## config.mk

```make
export PLATFORM = sky130hd
export DESIGN_NAME = pixel_format_converter
export DESIGN_NICKNAME = d
export VERILOG_FILES = /design/src/hw/rtl/pfc_pkg.sv /design/src/hw/rtl/pfc_unpack.sv /design/src/hw/rtl/pfc_mean.sv /design/src/hw/rtl/pfc_pack.sv /design/src/hw/rtl/pixel_format_converter.sv
export SDC_FILE = /design/constraint.sdc
export NUM_CORES = 1
export LEC_CHECK = 0
export BUFFER_PORTS_ARGS = -buffer_cell sky130_fd_sc_hd__buf_4
export CELL_PAD_IN_SITES_DETAIL_PLACEMENT = 0
export CELL_PAD_IN_SITES_GLOBAL_PLACEMENT = 1
export CORE_MARGIN = 2
export CORE_UTILIZATION = 35
export DETAILED_ROUTE_END_ITERATION = 8
export GPL_TIMING_DRIVEN = 1
export HOLD_SLACK_MARGIN = 0.05
export PLACE_DENSITY_LB_ADDON = 0.1
export RECOVER_POWER = 25
export SLEW_MARGIN = 20
export SYNTH_ARGS = -nofsm -noshare
export SYNTH_HDL_FRONTEND = slang
export SYNTH_HIERARCHICAL = 1
export SYNTH_SLANG_ARGS = --single-unit
```

## constraint.sdc

```tcl
create_clock -name clock -period 7.2 [get_ports clock]
set_clock_uncertainty 0.15 [all_clocks]
set_input_delay 2.16 -clock clock [delete_from_list [all_inputs] [get_ports clock]]
set_output_delay 2.16 -clock clock [all_outputs]
set_load 0.01 [all_outputs]
```

## src/hw/rtl/pfc_pkg.sv

```systemverilog
// Package for the pixel format converter: pixel and stage types,
// format codes, register indexes and the shared swizzle order table.
// No dependencies.
package pfc_pkg;

   localparam int unsigned COLOR_WIDTH = 8;
   localparam int unsigned SUM_WIDTH   = 10;
   localparam int unsigned FMT_WIDTH   = 4;
   localparam int unsigned BIT_WIDTH   = 3;
   localparam int unsigned CNT_WIDTH   = 4;
   localparam int unsigned WORD_WIDTH  = 32;
   localparam int unsigned PIX_WIDTH   = 64;
   localparam int unsigned CSR_WIDTH   = 32;
   localparam int unsigned ADDR_WIDTH  = 3;

   typedef logic [COLOR_WIDTH-1:0] color_type;
   typedef logic [FMT_WIDTH-1:0]   fmt_type;
   typedef logic [BIT_WIDTH-1:0]   bitpos_type;
   typedef logic [SUM_WIDTH-1:0]   sum_type;
   typedef logic [CNT_WIDTH-1:0]   count_type;
   typedef logic [1:0]             color_sel_type;

   typedef struct packed {
      color_type red;
      color_type grn;
      color_type blu;
      color_type alp;
   } rgba_type;

   typedef struct packed {
      logic       valid;
      logic       error;
      fmt_type    dest_fmt;
      bitpos_type dest_bit;
   } ctl_type;

   typedef color_sel_type [2:0] swz_type;

   // color selects
   localparam color_sel_type SEL_RED = 2'd0;
   localparam color_sel_type SEL_GRN = 2'd1;
   localparam color_sel_type SEL_BLU = 2'd2;

   // register indexes
   localparam logic REG_SOURCE_FORMAT = 1'b0;
   localparam logic REG_DEST_FORMAT   = 1'b1;

   // swizzle codes, shared by source and destination
   localparam fmt_type FMT_RGBA = 4'd0;
   localparam fmt_type FMT_RBGA = 4'd1;
   localparam fmt_type FMT_BRGA = 4'd2;
   localparam fmt_type FMT_BGRA = 4'd3;
   localparam fmt_type FMT_GBRA = 4'd4;
   localparam fmt_type FMT_GRBA = 4'd5;

   // source formats
   localparam fmt_type SRC_LAST_SWZ = 4'd5;
   localparam fmt_type SRC_BIT_MONO = 4'd15;

   // destination formats
   localparam fmt_type DST_LAST_SWZ = 4'd5;
   localparam fmt_type DST_RGBI     = 4'd6;
   localparam fmt_type DST_R3G3B2   = 4'd7;
   localparam fmt_type DST_VGA_ATTR = 4'd8;
   localparam fmt_type DST_MONO8    = 4'd9;
   localparam fmt_type DST_MONO16   = 4'd10;
   localparam fmt_type DST_MONO32   = 4'd11;
   localparam fmt_type DST_MONO64   = 4'd12;
   localparam fmt_type DST_VGA_CHAR = 4'd13;
   localparam fmt_type DST_ASCII    = 4'd14;
   localparam fmt_type DST_BIT_MONO = 4'd15;

   // thresholds and characters
   localparam color_type LEVEL_HALF  = 8'h80;
   localparam color_type LEVEL_LOW   = 8'h60;
   localparam color_type LEVEL_HIGH  = 8'hC0;
   localparam color_type CHAR_HASH   = 8'h23;
   localparam color_type CHAR_SPACE  = 8'h20;
   localparam color_type COLOR_FULL  = 8'hFF;
   localparam color_type MASK_ALL    = 8'hFF;

   // mean = sum / 3 as (sum * 683) >> 11, exact for sums up to 765
   localparam sum_type     MEAN_RECIP = 10'd683;
   localparam int unsigned MEAN_SHIFT = 11;
   localparam int unsigned PROD_WIDTH = 2 * SUM_WIDTH;

   localparam count_type COUNT_ONE   = 4'd1;
   localparam count_type COUNT_TWO   = 4'd2;
   localparam count_type COUNT_FOUR  = 4'd4;
   localparam count_type COUNT_EIGHT = 4'd8;

   // color carried by bytes 0..2 for swizzle codes 0..5
   function automatic swz_type swz_order(input fmt_type code);
      swz_type order;
      case (code)
         FMT_RGBA: order = '{SEL_BLU, SEL_GRN, SEL_RED};
         FMT_RBGA: order = '{SEL_GRN, SEL_BLU, SEL_RED};
         FMT_BRGA: order = '{SEL_GRN, SEL_RED, SEL_BLU};
         FMT_BGRA: order = '{SEL_RED, SEL_GRN, SEL_BLU};
         FMT_GBRA: order = '{SEL_RED, SEL_BLU, SEL_GRN};
         default:  order = '{SEL_BLU, SEL_RED, SEL_GRN};
      endcase
      return order;
   endfunction

endpackage

```

## src/hw/rtl/pfc_unpack.sv

```systemverilog
// First stage: unpack the source word into RGBA and form the color sum.
// Depends on pfc_pkg.
module pfc_unpack (
   input  logic                clock,
   input  logic                reset,
   input  logic                in_valid,
   input  pfc_pkg::fmt_type    source_format,
   input  pfc_pkg::fmt_type    dest_format,
   input  logic [31:0]         source_word,
   input  pfc_pkg::bitpos_type source_bit,
   input  pfc_pkg::bitpos_type dest_bit,
   output pfc_pkg::ctl_type    ctl_out,
   output pfc_pkg::rgba_type   color_set_out,
   output pfc_pkg::sum_type    sum_out
);

   pfc_pkg::ctl_type   ctl_ff, ctl_in;
   pfc_pkg::rgba_type  rgba_ff, rgba_in;
   pfc_pkg::sum_type   sum_ff, sum_in;
   pfc_pkg::swz_type   order;
   pfc_pkg::color_type bytes [3];
   pfc_pkg::color_type colors [3];
   pfc_pkg::color_type mono;

   always_comb begin
      order     = pfc_pkg::swz_order(source_format);
      bytes[0]  = source_word[7:0];
      bytes[1]  = source_word[15:8];
      bytes[2]  = source_word[23:16];
      colors[0] = '0;
      colors[1] = '0;
      colors[2] = '0;
      for (int k = 0; k < 3; k++) begin
         colors[order[k]] = bytes[k];
      end
      mono = bytes[0][source_bit] ? pfc_pkg::COLOR_FULL : '0;

      ctl_in.valid    = in_valid;
      ctl_in.dest_fmt = dest_format;
      ctl_in.dest_bit = dest_bit;
      if (source_format <= pfc_pkg::SRC_LAST_SWZ) begin
         ctl_in.error = 1'b0;
         rgba_in      = '{red: colors[pfc_pkg::SEL_RED], grn: colors[pfc_pkg::SEL_GRN],
                          blu: colors[pfc_pkg::SEL_BLU], alp: source_word[31:24]};
      end else if (source_format == pfc_pkg::SRC_BIT_MONO) begin
         ctl_in.error = 1'b0;
         rgba_in      = '{red: mono, grn: mono, blu: mono, alp: mono};
      end else begin
         ctl_in.error = 1'b1;
         rgba_in      = '0;
      end
      sum_in = pfc_pkg::sum_type'(rgba_in.red) + pfc_pkg::sum_type'(rgba_in.grn)
             + pfc_pkg::sum_type'(rgba_in.blu);
   end

   always_ff @(posedge clock) begin
      if (reset) begin
         ctl_ff.valid <= 1'b0;
      end else begin
         ctl_ff.valid <= ctl_in.valid;
      end
      ctl_ff.error    <= ctl_in.error;
      ctl_ff.dest_fmt <= ctl_in.dest_fmt;
      ctl_ff.dest_bit <= ctl_in.dest_bit;
      rgba_ff         <= rgba_in;
      sum_ff          <= sum_in;
   end

   assign ctl_out       = ctl_ff;
   assign color_set_out = rgba_ff;
   assign sum_out       = sum_ff;

endmodule

```

## src/hw/rtl/pfc_mean.sv

```systemverilog
// Second stage: divide the color sum by three through a reciprocal multiply.
// Depends on pfc_pkg.
module pfc_mean (
   input  logic               clock,
   input  logic               reset,
   input  pfc_pkg::ctl_type   ctl_in_s,
   input  pfc_pkg::rgba_type  rgba_in_s,
   input  pfc_pkg::sum_type   sum_in_s,
   output pfc_pkg::ctl_type   ctl_out,
   output pfc_pkg::rgba_type  color_set_out,
   output pfc_pkg::color_type mean_out
);

   pfc_pkg::ctl_type                    ctl_ff;
   pfc_pkg::rgba_type                   rgba_ff;
   pfc_pkg::color_type                  mean_ff, mean_in;
   logic [pfc_pkg::PROD_WIDTH-1:0]      prod;

   always_comb begin
      prod    = sum_in_s * pfc_pkg::MEAN_RECIP;
      mean_in = prod[pfc_pkg::MEAN_SHIFT +: pfc_pkg::COLOR_WIDTH];
   end

   always_ff @(posedge clock) begin
      if (reset) begin
         ctl_ff.valid <= 1'b0;
      end else begin
         ctl_ff.valid <= ctl_in_s.valid;
      end
      ctl_ff.error    <= ctl_in_s.error;
      ctl_ff.dest_fmt <= ctl_in_s.dest_fmt;
      ctl_ff.dest_bit <= ctl_in_s.dest_bit;
      rgba_ff         <= rgba_in_s;
      mean_ff         <= mean_in;
   end

   assign ctl_out       = ctl_ff;
   assign color_set_out = rgba_ff;
   assign mean_out      = mean_ff;

endmodule

```

## src/hw/rtl/pfc_pack.sv

```systemverilog
// Third stage: pack RGBA and mean into the destination format, register results.
// Depends on pfc_pkg.
module pfc_pack (
   input  logic               clock,
   input  logic               reset,
   input  pfc_pkg::ctl_type   ctl_in_s,
   input  pfc_pkg::rgba_type  rgba_in_s,
   input  pfc_pkg::color_type mean_in_s,
   output logic               rsp_valid,
   output logic [63:0]        rsp_pixel_out,
   output logic [3:0]         rsp_byte_count,
   output logic [7:0]         rsp_bit_mask,
   output logic               rsp_format_error
);

   logic                 valid_ff;
   logic [63:0]          pixel_ff, pixel_in;
   pfc_pkg::count_type   count_ff, count_in;
   pfc_pkg::color_type   mask_ff, mask_in;
   logic                 error_ff;
   pfc_pkg::swz_type     order;
   pfc_pkg::color_type   colors [3];
   pfc_pkg::color_type   mean;
   pfc_pkg::color_type   bit_sel;
   logic                 bright;

   always_comb begin
      mean      = mean_in_s;
      order     = pfc_pkg::swz_order(ctl_in_s.dest_fmt);
      colors[0] = rgba_in_s.red;
      colors[1] = rgba_in_s.grn;
      colors[2] = rgba_in_s.blu;
      bit_sel   = pfc_pkg::color_type'(1) << ctl_in_s.dest_bit;
      bright    = mean > pfc_pkg::LEVEL_HALF;
      pixel_in  = '0;
      count_in  = pfc_pkg::COUNT_ONE;
      mask_in   = pfc_pkg::MASK_ALL;

      if (ctl_in_s.dest_fmt <= pfc_pkg::DST_LAST_SWZ) begin
         pixel_in = {32'd0, rgba_in_s.alp, colors[order[2]], colors[order[1]],
                     colors[order[0]]};
         count_in = pfc_pkg::COUNT_FOUR;
      end else begin
         case (ctl_in_s.dest_fmt)
            pfc_pkg::DST_RGBI: begin
               pixel_in[0] = rgba_in_s.red >= pfc_pkg::LEVEL_HALF;
               pixel_in[1] = rgba_in_s.grn >= pfc_pkg::LEVEL_HALF;
               pixel_in[2] = rgba_in_s.blu >= pfc_pkg::LEVEL_HALF;
               pixel_in[3] = mean >= pfc_pkg::LEVEL_LOW
                          || rgba_in_s.red > pfc_pkg::LEVEL_HIGH
                          || rgba_in_s.grn > pfc_pkg::LEVEL_HIGH
                          || rgba_in_s.blu > pfc_pkg::LEVEL_HIGH;
            end
            pfc_pkg::DST_R3G3B2: begin
               pixel_in[7:0] = {rgba_in_s.blu[7:6], rgba_in_s.grn[7:5], rgba_in_s.red[7:5]};
            end
            pfc_pkg::DST_VGA_ATTR: begin
               pixel_in[4] = rgba_in_s.red >= pfc_pkg::LEVEL_LOW;
               pixel_in[5] = rgba_in_s.grn >= pfc_pkg::LEVEL_LOW;
               pixel_in[6] = rgba_in_s.blu >= pfc_pkg::LEVEL_LOW;
               pixel_in[7] = mean >= pfc_pkg::LEVEL_HALF;
            end
            pfc_pkg::DST_MONO8: begin
               pixel_in[7:0] = mean;
            end
            pfc_pkg::DST_MONO16: begin
               pixel_in[15:8] = mean;
               count_in       = pfc_pkg::COUNT_TWO;
            end
            pfc_pkg::DST_MONO32: begin
               pixel_in[31:24] = mean;
               count_in        = pfc_pkg::COUNT_FOUR;
            end
            pfc_pkg::DST_MONO64: begin
               pixel_in[63:56] = mean;
               count_in        = pfc_pkg::COUNT_EIGHT;
            end
            pfc_pkg::DST_VGA_CHAR, pfc_pkg::DST_ASCII: begin
               pixel_in[7:0] = bright ? pfc_pkg::CHAR_HASH : pfc_pkg::CHAR_SPACE;
            end
            default: begin
               mask_in       = bit_sel;
               pixel_in[7:0] = bright ? bit_sel : '0;
            end
         endcase
      end

      // drop everything on an unsupported source
      if (ctl_in_s.error) begin
         pixel_in = '0;
         count_in = '0;
         mask_in  = '0;
      end
   end

   always_ff @(posedge clock) begin
      if (reset) begin
         valid_ff <= 1'b0;
      end else begin
         valid_ff <= ctl_in_s.valid;
      end
      pixel_ff <= pixel_in;
      count_ff <= count_in;
      mask_ff  <= mask_in;
      error_ff <= ctl_in_s.error;
   end

   assign rsp_valid        = valid_ff;
   assign rsp_pixel_out    = pixel_ff;
   assign rsp_byte_count   = count_ff;
   assign rsp_bit_mask     = mask_ff;
   assign rsp_format_error = error_ff;

endmodule

```

## src/hw/rtl/pixel_format_converter.sv

```systemverilog
// Pixel format converter: three-stage pipeline (unpack, divide by three, pack).
// Each request passes the unpack, mean and pack registers before the result
// strobe goes high; one request per cycle sustained, busy never rises.
// Synchronous reset clears the format registers to 0 and empties the pipeline.
// Depends on pfc_pkg, pfc_unpack, pfc_mean, pfc_pack.
module pixel_format_converter (
   input  logic        clock,
   input  logic        reset,
   input  logic        start,
   output logic        busy,
   input  logic [31:0] req_source_word,
   input  logic [2:0]  req_source_bit,
   input  logic [2:0]  req_dest_bit,
   output logic        rsp_valid,
   output logic [63:0] rsp_pixel_out,
   output logic [3:0]  rsp_byte_count,
   output logic [7:0]  rsp_bit_mask,
   output logic        rsp_format_error,
   input  logic        psel,
   input  logic        penable,
   input  logic        pwrite,
   input  logic [2:0]  paddr,
   input  logic [31:0] pwdata,
   output logic [31:0] prdata,
   output logic        pready
);

   pfc_pkg::fmt_type   src_fmt_ff, src_fmt_in;
   pfc_pkg::fmt_type   dst_fmt_ff, dst_fmt_in;
   logic               csr_write;
   logic               csr_sel;
   logic               req_accept;

   pfc_pkg::ctl_type   s1_ctl, s2_ctl;
   pfc_pkg::rgba_type  s1_rgba, s2_rgba;
   pfc_pkg::sum_type   s1_sum;
   pfc_pkg::color_type s2_mean;

   assign busy       = 1'b0;
   assign pready     = 1'b1;
   assign req_accept = start && !busy;
   assign csr_write  = psel && penable && pwrite && pready;
   assign csr_sel    = paddr[2];

   always_comb begin
      src_fmt_in = src_fmt_ff;
      dst_fmt_in = dst_fmt_ff;
      if (csr_write) begin
         case (csr_sel)
            pfc_pkg::REG_SOURCE_FORMAT: src_fmt_in = pwdata[pfc_pkg::FMT_WIDTH-1:0];
            pfc_pkg::REG_DEST_FORMAT:   dst_fmt_in = pwdata[pfc_pkg::FMT_WIDTH-1:0];
            default: begin
               src_fmt_in = src_fmt_ff;
            end
         endcase
      end
      case (csr_sel)
         pfc_pkg::REG_SOURCE_FORMAT: prdata = {28'd0, src_fmt_ff};
         pfc_pkg::REG_DEST_FORMAT:   prdata = {28'd0, dst_fmt_ff};
         default:                    prdata = '0;
      endcase
   end

   always_ff @(posedge clock) begin
      if (reset) begin
         src_fmt_ff <= '0;
         dst_fmt_ff <= '0;
      end else begin
         src_fmt_ff <= src_fmt_in;
         dst_fmt_ff <= dst_fmt_in;
      end
   end

   pfc_unpack u_unpack (
      .clock         (clock),
      .reset         (reset),
      .in_valid      (req_accept),
      .source_format (src_fmt_ff),
      .dest_format   (dst_fmt_ff),
      .source_word   (req_source_word),
      .source_bit    (req_source_bit),
      .dest_bit      (req_dest_bit),
      .ctl_out       (s1_ctl),
      .color_set_out (s1_rgba),
      .sum_out       (s1_sum)
   );

   pfc_mean u_mean (
      .clock         (clock),
      .reset         (reset),
      .ctl_in_s      (s1_ctl),
      .rgba_in_s     (s1_rgba),
      .sum_in_s      (s1_sum),
      .ctl_out       (s2_ctl),
      .color_set_out (s2_rgba),
      .mean_out      (s2_mean)
   );

   pfc_pack u_pack (
      .clock            (clock),
      .reset            (reset),
      .ctl_in_s         (s2_ctl),
      .rgba_in_s        (s2_rgba),
      .mean_in_s        (s2_mean),
      .rsp_valid        (rsp_valid),
      .rsp_pixel_out    (rsp_pixel_out),
      .rsp_byte_count   (rsp_byte_count),
      .rsp_bit_mask     (rsp_bit_mask),
      .rsp_format_error (rsp_format_error)
   );

endmodule

```

-- Word level (Yosys, flattened, before mapping)
Index checks and enable logic that the tools add are counted.
- equality and inequality tests: 18
- mux-type cells: 38
- reduce and logical (&&, ||, !) cells: 19
- $lt $le $gt $ge: 24
- add/subtract/negate cells: 2
- shifts and indexed selects: 1
- bitwise operators: 10
- $mul: 1
- operators with widths (operator ; count):
    two-way mux 8 bit ; 16
    two-way mux 32 bit ; 2
    one-hot mux 32 bit (2 select lines) ; 1
    one-hot mux 6 bit (5 select lines) ; 2
    binary-select mux 8 bit (select 2 bit) ; 3
    bitwise mux 24 bit ; 2
    demux 8 bit (select 2 bit) ; 3
    one-hot mux 4 bit (5 select lines) ; 2
    equality test 4 bit (second input constant) ; 8
    greater-or-equal comparator 8 x 7 -> 1 bit (second input constant) ; 4
    greater-or-equal comparator 8 bit (second input constant) ; 4
    > comparator 8 bit (second input constant) ; 4
    AND 24 bit ; 1
    multiplier 10 x 10 -> 19 bit (second input constant) ; 1
    greater-or-equal comparator 3 bit (second input constant) ; 6
    inverter 2 -> 3 bit ; 6
    equality test 4 x 2 -> 1 bit (second input constant) ; 4
    equality test 4 x 3 -> 1 bit (second input constant) ; 4
    two-way mux 16 bit ; 1
    one-hot mux 4 bit (3 select lines) ; 1
    adder 10 x 8 -> 10 bit ; 1
    adder 8 x 8 -> 9 bit ; 1
    < comparator 3 x 1 -> 1 bit (second input constant) ; 3
    OR reduction 9 bit ; 1
    other kinds (16) ; 32
- word-level logic and storage cells: 142
- bits of input ports: 79
- flip-flop bits (word level): 186
- output and inout bits: 112

-- Longest topological paths before layout
- depth after elaboration: 13
- gate-level depth with buffers: 16
- gate-level depth less buffers: 16

-- By module
Netlist, hierarchy kept.
- by module, submodules not included (module ; area each (um^2) ; times used ; cells each ; seq. area each (um^2)):
    pfc_unpack ; 2793.9 ; 1 ; 318 ; 1021.0
    pfc_mean ; 2776.4 ; 1 ; 237 ; 980.9
    pfc_pack ; 2763.9 ; 1 ; 320 ; 1081.0
    pixel_format_converter ; 618.1 ; 1 ; 68 ; 160.2

-- Worst setup path after synthesis
Ideal clock, no wire load.
- path kind: in2reg
- start point: in req_source_bit[0]
- end point: reg u_unpack.sum_ff[7], in the netlist u_unpack/sum_out[7]
- setup slack: 2.270 ns
- path buffers: 2
- stages on the path: 15
- arrival: 4.706 ns
- required time: 6.976 ns
- setup time: 0.074 ns
- cells stage by stage: buf_2 mux2i_1 a22oi_1 nand4_2 buf_2 o31a_1 fa_1 inv_1 ha_1 inv_1 fa_1 nor2b_1 o31a_1 o21ai_0 a31oi_1
- longest elaborated chain between the ends: 7
- ends and longest elaborated chain (what ; line ; source):
    start: declaration ; pixel_format_converter.sv:12 ; input logic [2:0] req_source_bit,
    binary-select mux 1 bit (select 3 bit) * ; pfc_unpack.sv:36 ; mono = bytes[0][source_bit] ? pfc_pkg::COLOR_FULL : '0;
    two-way mux 1 bit (not written as such) * ; pfc_unpack.sv:36 ;
    two-way mux 8 bit * ; pfc_unpack.sv:36 ;
    two-way mux 32 bit * ; pfc_unpack.sv:45 ; end else if (source_format == pfc_pkg::SRC_BIT_MONO) begin
    two-way mux 32 bit * ; pfc_unpack.sv:41 ; if (source_format <= pfc_pkg::SRC_LAST_SWZ) begin
    adder 8 x 8 -> 9 bit ; pfc_unpack.sv:52 ; sum_in = pfc_pkg::sum_type'(rgba_in.red) + pfc_pkg::sum_type'(rgba_in.grn)
    adder 10 x 8 -> 10 bit * ; pfc_unpack.sv:53 ; + pfc_pkg::sum_type'(rgba_in.blu);
    named net u_unpack.sum_in[7] ; pfc_unpack.sv:19 ; pfc_pkg::sum_type sum_ff, sum_in;
    end signal: assignment ; pfc_unpack.sv:66 ; sum_ff <= sum_in;
    end: declaration ; pfc_unpack.sv:19 ;
The timed path passes the listed nets; every way through them passes the cells marked *. The select of a mux whose other input is x is not followed.
A chain may end at the register's enable or synchronous reset.

-- Worst setup path after layout
- start point: in req_source_bit[0]
- end point: reg u_unpack.sum_ff[9], in the netlist u_unpack/sum_out[9]
Same word-level chain as after synthesis.

==> metrics.txt <==
core area 25200 sq um; number of distinct standard cells referenced by the synthesized netlist 87; TritonCTS clock tree yes; leading cell type in the layout, fill and taps excluded dfxtp_1; number of global-route vias before repair 6353; Port Buffer Count 106; Routed wire per std cell 16.7 um; ANT nets after route 0; global-route total usage across every layer 17.2%; Sum Neg Setup Slack 0 ps; total DRC errors in the routed layout 0; critical path buffer and inverter count 3; clock slew at the register clock pins of the worst setup and hold paths 70 ps; aggregate global routing overflow 0; routability congestion estimate from global placement 0.805; maximum clock insertion buffer count 2; element type at the critical path end flop; type of element launching the critical path primary input; Final Hold Violating Endpoints 0; root buffer cell clkbuf_16; number of iterations in the first detailed-routing pass 5; Crit Path Class in2reg; cell type group with the largest total delay on the critical path adder cells; number of buffers created by CTS 17; critical path, cell by cell buf_4 > mux2i_1 > a22oi_1 > nand4_2 > o31a_1 > fa_1 > inv_1 > ha_1 > inv_1 > fa_1 > nor2b_1 > o31ai_1 > a21oi_1 > o21a_1; Most used DFF post-synth dfxtp_1; WP data arrival 5610 ps; number of diodes added for antenna fixing 0; post-layout net count 1197; required time reported for the critical path endpoint 7420 ps; share of the clock period used by the worst path after layout 74.9%; Initial Utilization 35.6%; largest net degree at the start of global routing 36; number of pins with negative max-slew slack in the final report 0; initial antenna violation count 0; Die Span Y 164 um; worst skew pair latency 430 ps; detailed-route vias per instance 4.88; relative area change from synthesis to final layout 16.0%; fraction of the yosys area taken by sequential cells 36.2%; number of violations reported at the end of detailed-routing iteration 0 393; maximum fanout encountered on the critical timing path 35; total clock sinks 162; run status completed; sum of net half-perimeters after detailed placement 17.4 mm; headroom to the max-slew limit 32.1%; maximum clock frequency 185 MHz; number of enable flip-flop cells after synthesis 0; H-tree depth reported by CTS 4; # rows 58; fraction of layout instances using a drive strength above 1 17.5%; Resized cells post-CTS 0; vias post-DR 6662; RSZ-0062 raised after global routing false; type of the tightest min-delay check reg2reg; Chip Width 164 um; final critical path time including I/O delays and setup 5390 ps; Synth async-reset ratio 0%; number of warnings issued by yosys 6; transition time at the pin with the least slew margin 1020 ps; post-CTS setup buffer count 0; Routed Wire Length 22.8 mm; I/O pin cnt 191; Mean Syn Cell Area 9.49 sq um; area of the mapped netlist 8950 sq um; cell type of the slowest stage on the worst timing path nand4_2; worst stage delay on the critical path 700 ps; most frequent cells in the layout dfxtp_1 (162), buf_4 (113), a21oi_1 (77); # Max-Cap Violations 0; first-pass GRT wire length 35.7 mm; instance count of the mapped netlist 943; CTS Hold Buffers Added 0; final setup violation count 0; number of register bits inferred by synthesis 162; Die Area 26900 sq um
[synthesized netlist by cell type (4+ instances only)]
master,n,area (sq um)
a211oi_1,4,30.0
a21o_1,10,75.1
a21oi_1,77,385
a22o_1,9,78.8
a22oi_1,5,37.5
and2_1,9,56.3
buf_2,26,130
buf_4,56,420
clkbuf_1,18,67.6
dfxtp_1,162,3240
fa_1,30,601
ha_1,65,813
inv_1,65,244
mux2_2,6,67.6
mux2i_1,29,290
nand2_1,47,176
nand2b_1,22,138
nand3_1,7,35.0
nand3b_1,8,60.1
nand4_1,4,25.0
nor2_1,47,176
nor2_2,8,50.1
nor2b_1,14,87.6
nor3_1,7,35.0
o211ai_1,6,45.0
o21ai_0,41,205
o221ai_1,11,96.3
o22a_1,11,96.3
o31a_1,7,61.3
o31ai_1,10,75.1
o41a_1,6,67.6
o41ai_1,6,52.6
or3_1,4,25.0
xnor2_1,14,123
[state kept, by name, indices dropped and copies added (netlist names), 4 cells and up]
| signal | flops |
|---|---|
| u_pack/rsp_pixel_out | 40 |
| u_mean/color_set_out | 32 |
| u_unpack/color_set_out | 32 |
| u_unpack/sum_out | 10 |
| u_mean/ctl_out | 9 |
| u_unpack/ctl_out | 9 |
| u_mean/mean_out | 8 |
| u_pack/rsp_bit_mask | 8 |
| dst_fmt_ff | 4 |
| src_fmt_ff | 4 |
| u_pack/rsp_byte_count | 4 |
[worst reg2reg max path: stages, from the launching register on]
cell and delay (ps):
dfxtp_1 690, clkbuf_1 820, nor3_1 250, nor3_2 610, nor2_1 130, o31a_1 350
fa_1 530, inv_1 80, ha_1 190, inv_1 60, fa_1 410, nor2b_1 200
o31ai_1 100, a21oi_1 200, o21a_1 140
[routing by layer]
layer / up-vias / track usage (%) / wire (um)
li1: 3374 / - / -
met3: 10 / 2.68 / 963
met2: 170 / 26.7 / 10100
met1: 3108 / 24.9 / 11500
met5: - / 0 / 0
met4: 0 / 4.11 / 161
[layout make-up]
class | instances | area [sq um]
Timing Repair Buffer | 114 | 852
Fill cell | 2557 | 14800
Clock inverter | 15 | 186
Tap cell | 330 | 413
Multi-Input combinational cell | 663 | 5020
Sequential cell | 162 | 3240
Inverter | 65 | 244
Clock buffer | 17 | 425
[worst paths after layout]
check,start,endpoint,slack [ps],cells past startpoint
min reg2reg,u_unpack/color_set_out[6]$_DFF_P_,u_mean/color_set_out[6]$_DFF_P_,180,0
max,req_source_bit[0],u_unpack/sum_out[9]$_DFF_P_,1810,14
max reg2reg,src_fmt_ff[1]$_SDFFE_PP0P_,u_unpack/sum_out[9]$_DFF_P_,2240,14
min,u_unpack/color_set_out[6]$_DFF_P_,u_mean/color_set_out[6]$_DFF_P_,180,0
[metrics by stage]
step	instance area [sq um]	cells	hold WS, ps	util [%]	setup WS [ps]
after floorplan	9140	994	160	-	2270
after global placement	9770	1334	160	38.8	1360
after detailed placement	9770	1334	162	38.8	1370
after CTS	10400	1366	176	41.2	1810
after global routing	10400	1366	182	41.2	1550
final	10400	1366	175	41.2	1810
[logic make-up (layout without fill, tap and decap cells)]
| family | Yosys count | count (layout) | synth area share [%] |
|---|---|---|---|
| buf+inv | 169 | 211 | 9.89 |
| compound gates | 250 | 250 | 19.3 |
| other cells | 3 | 54 | 0.126 |
| xor+xnor | 17 | 17 | 1.66 |
| simple gates | 212 | 212 | 13.0 |
| fa+ha+maj | 95 | 95 | 15.8 |
| mux | 35 | 35 | 4.00 |
| flops | 162 | 162 | 36.2 |
Power is left out: the tool's default activity adds up to more than one toggle a clock period on the data nets, which glitch-free logic cannot reach.
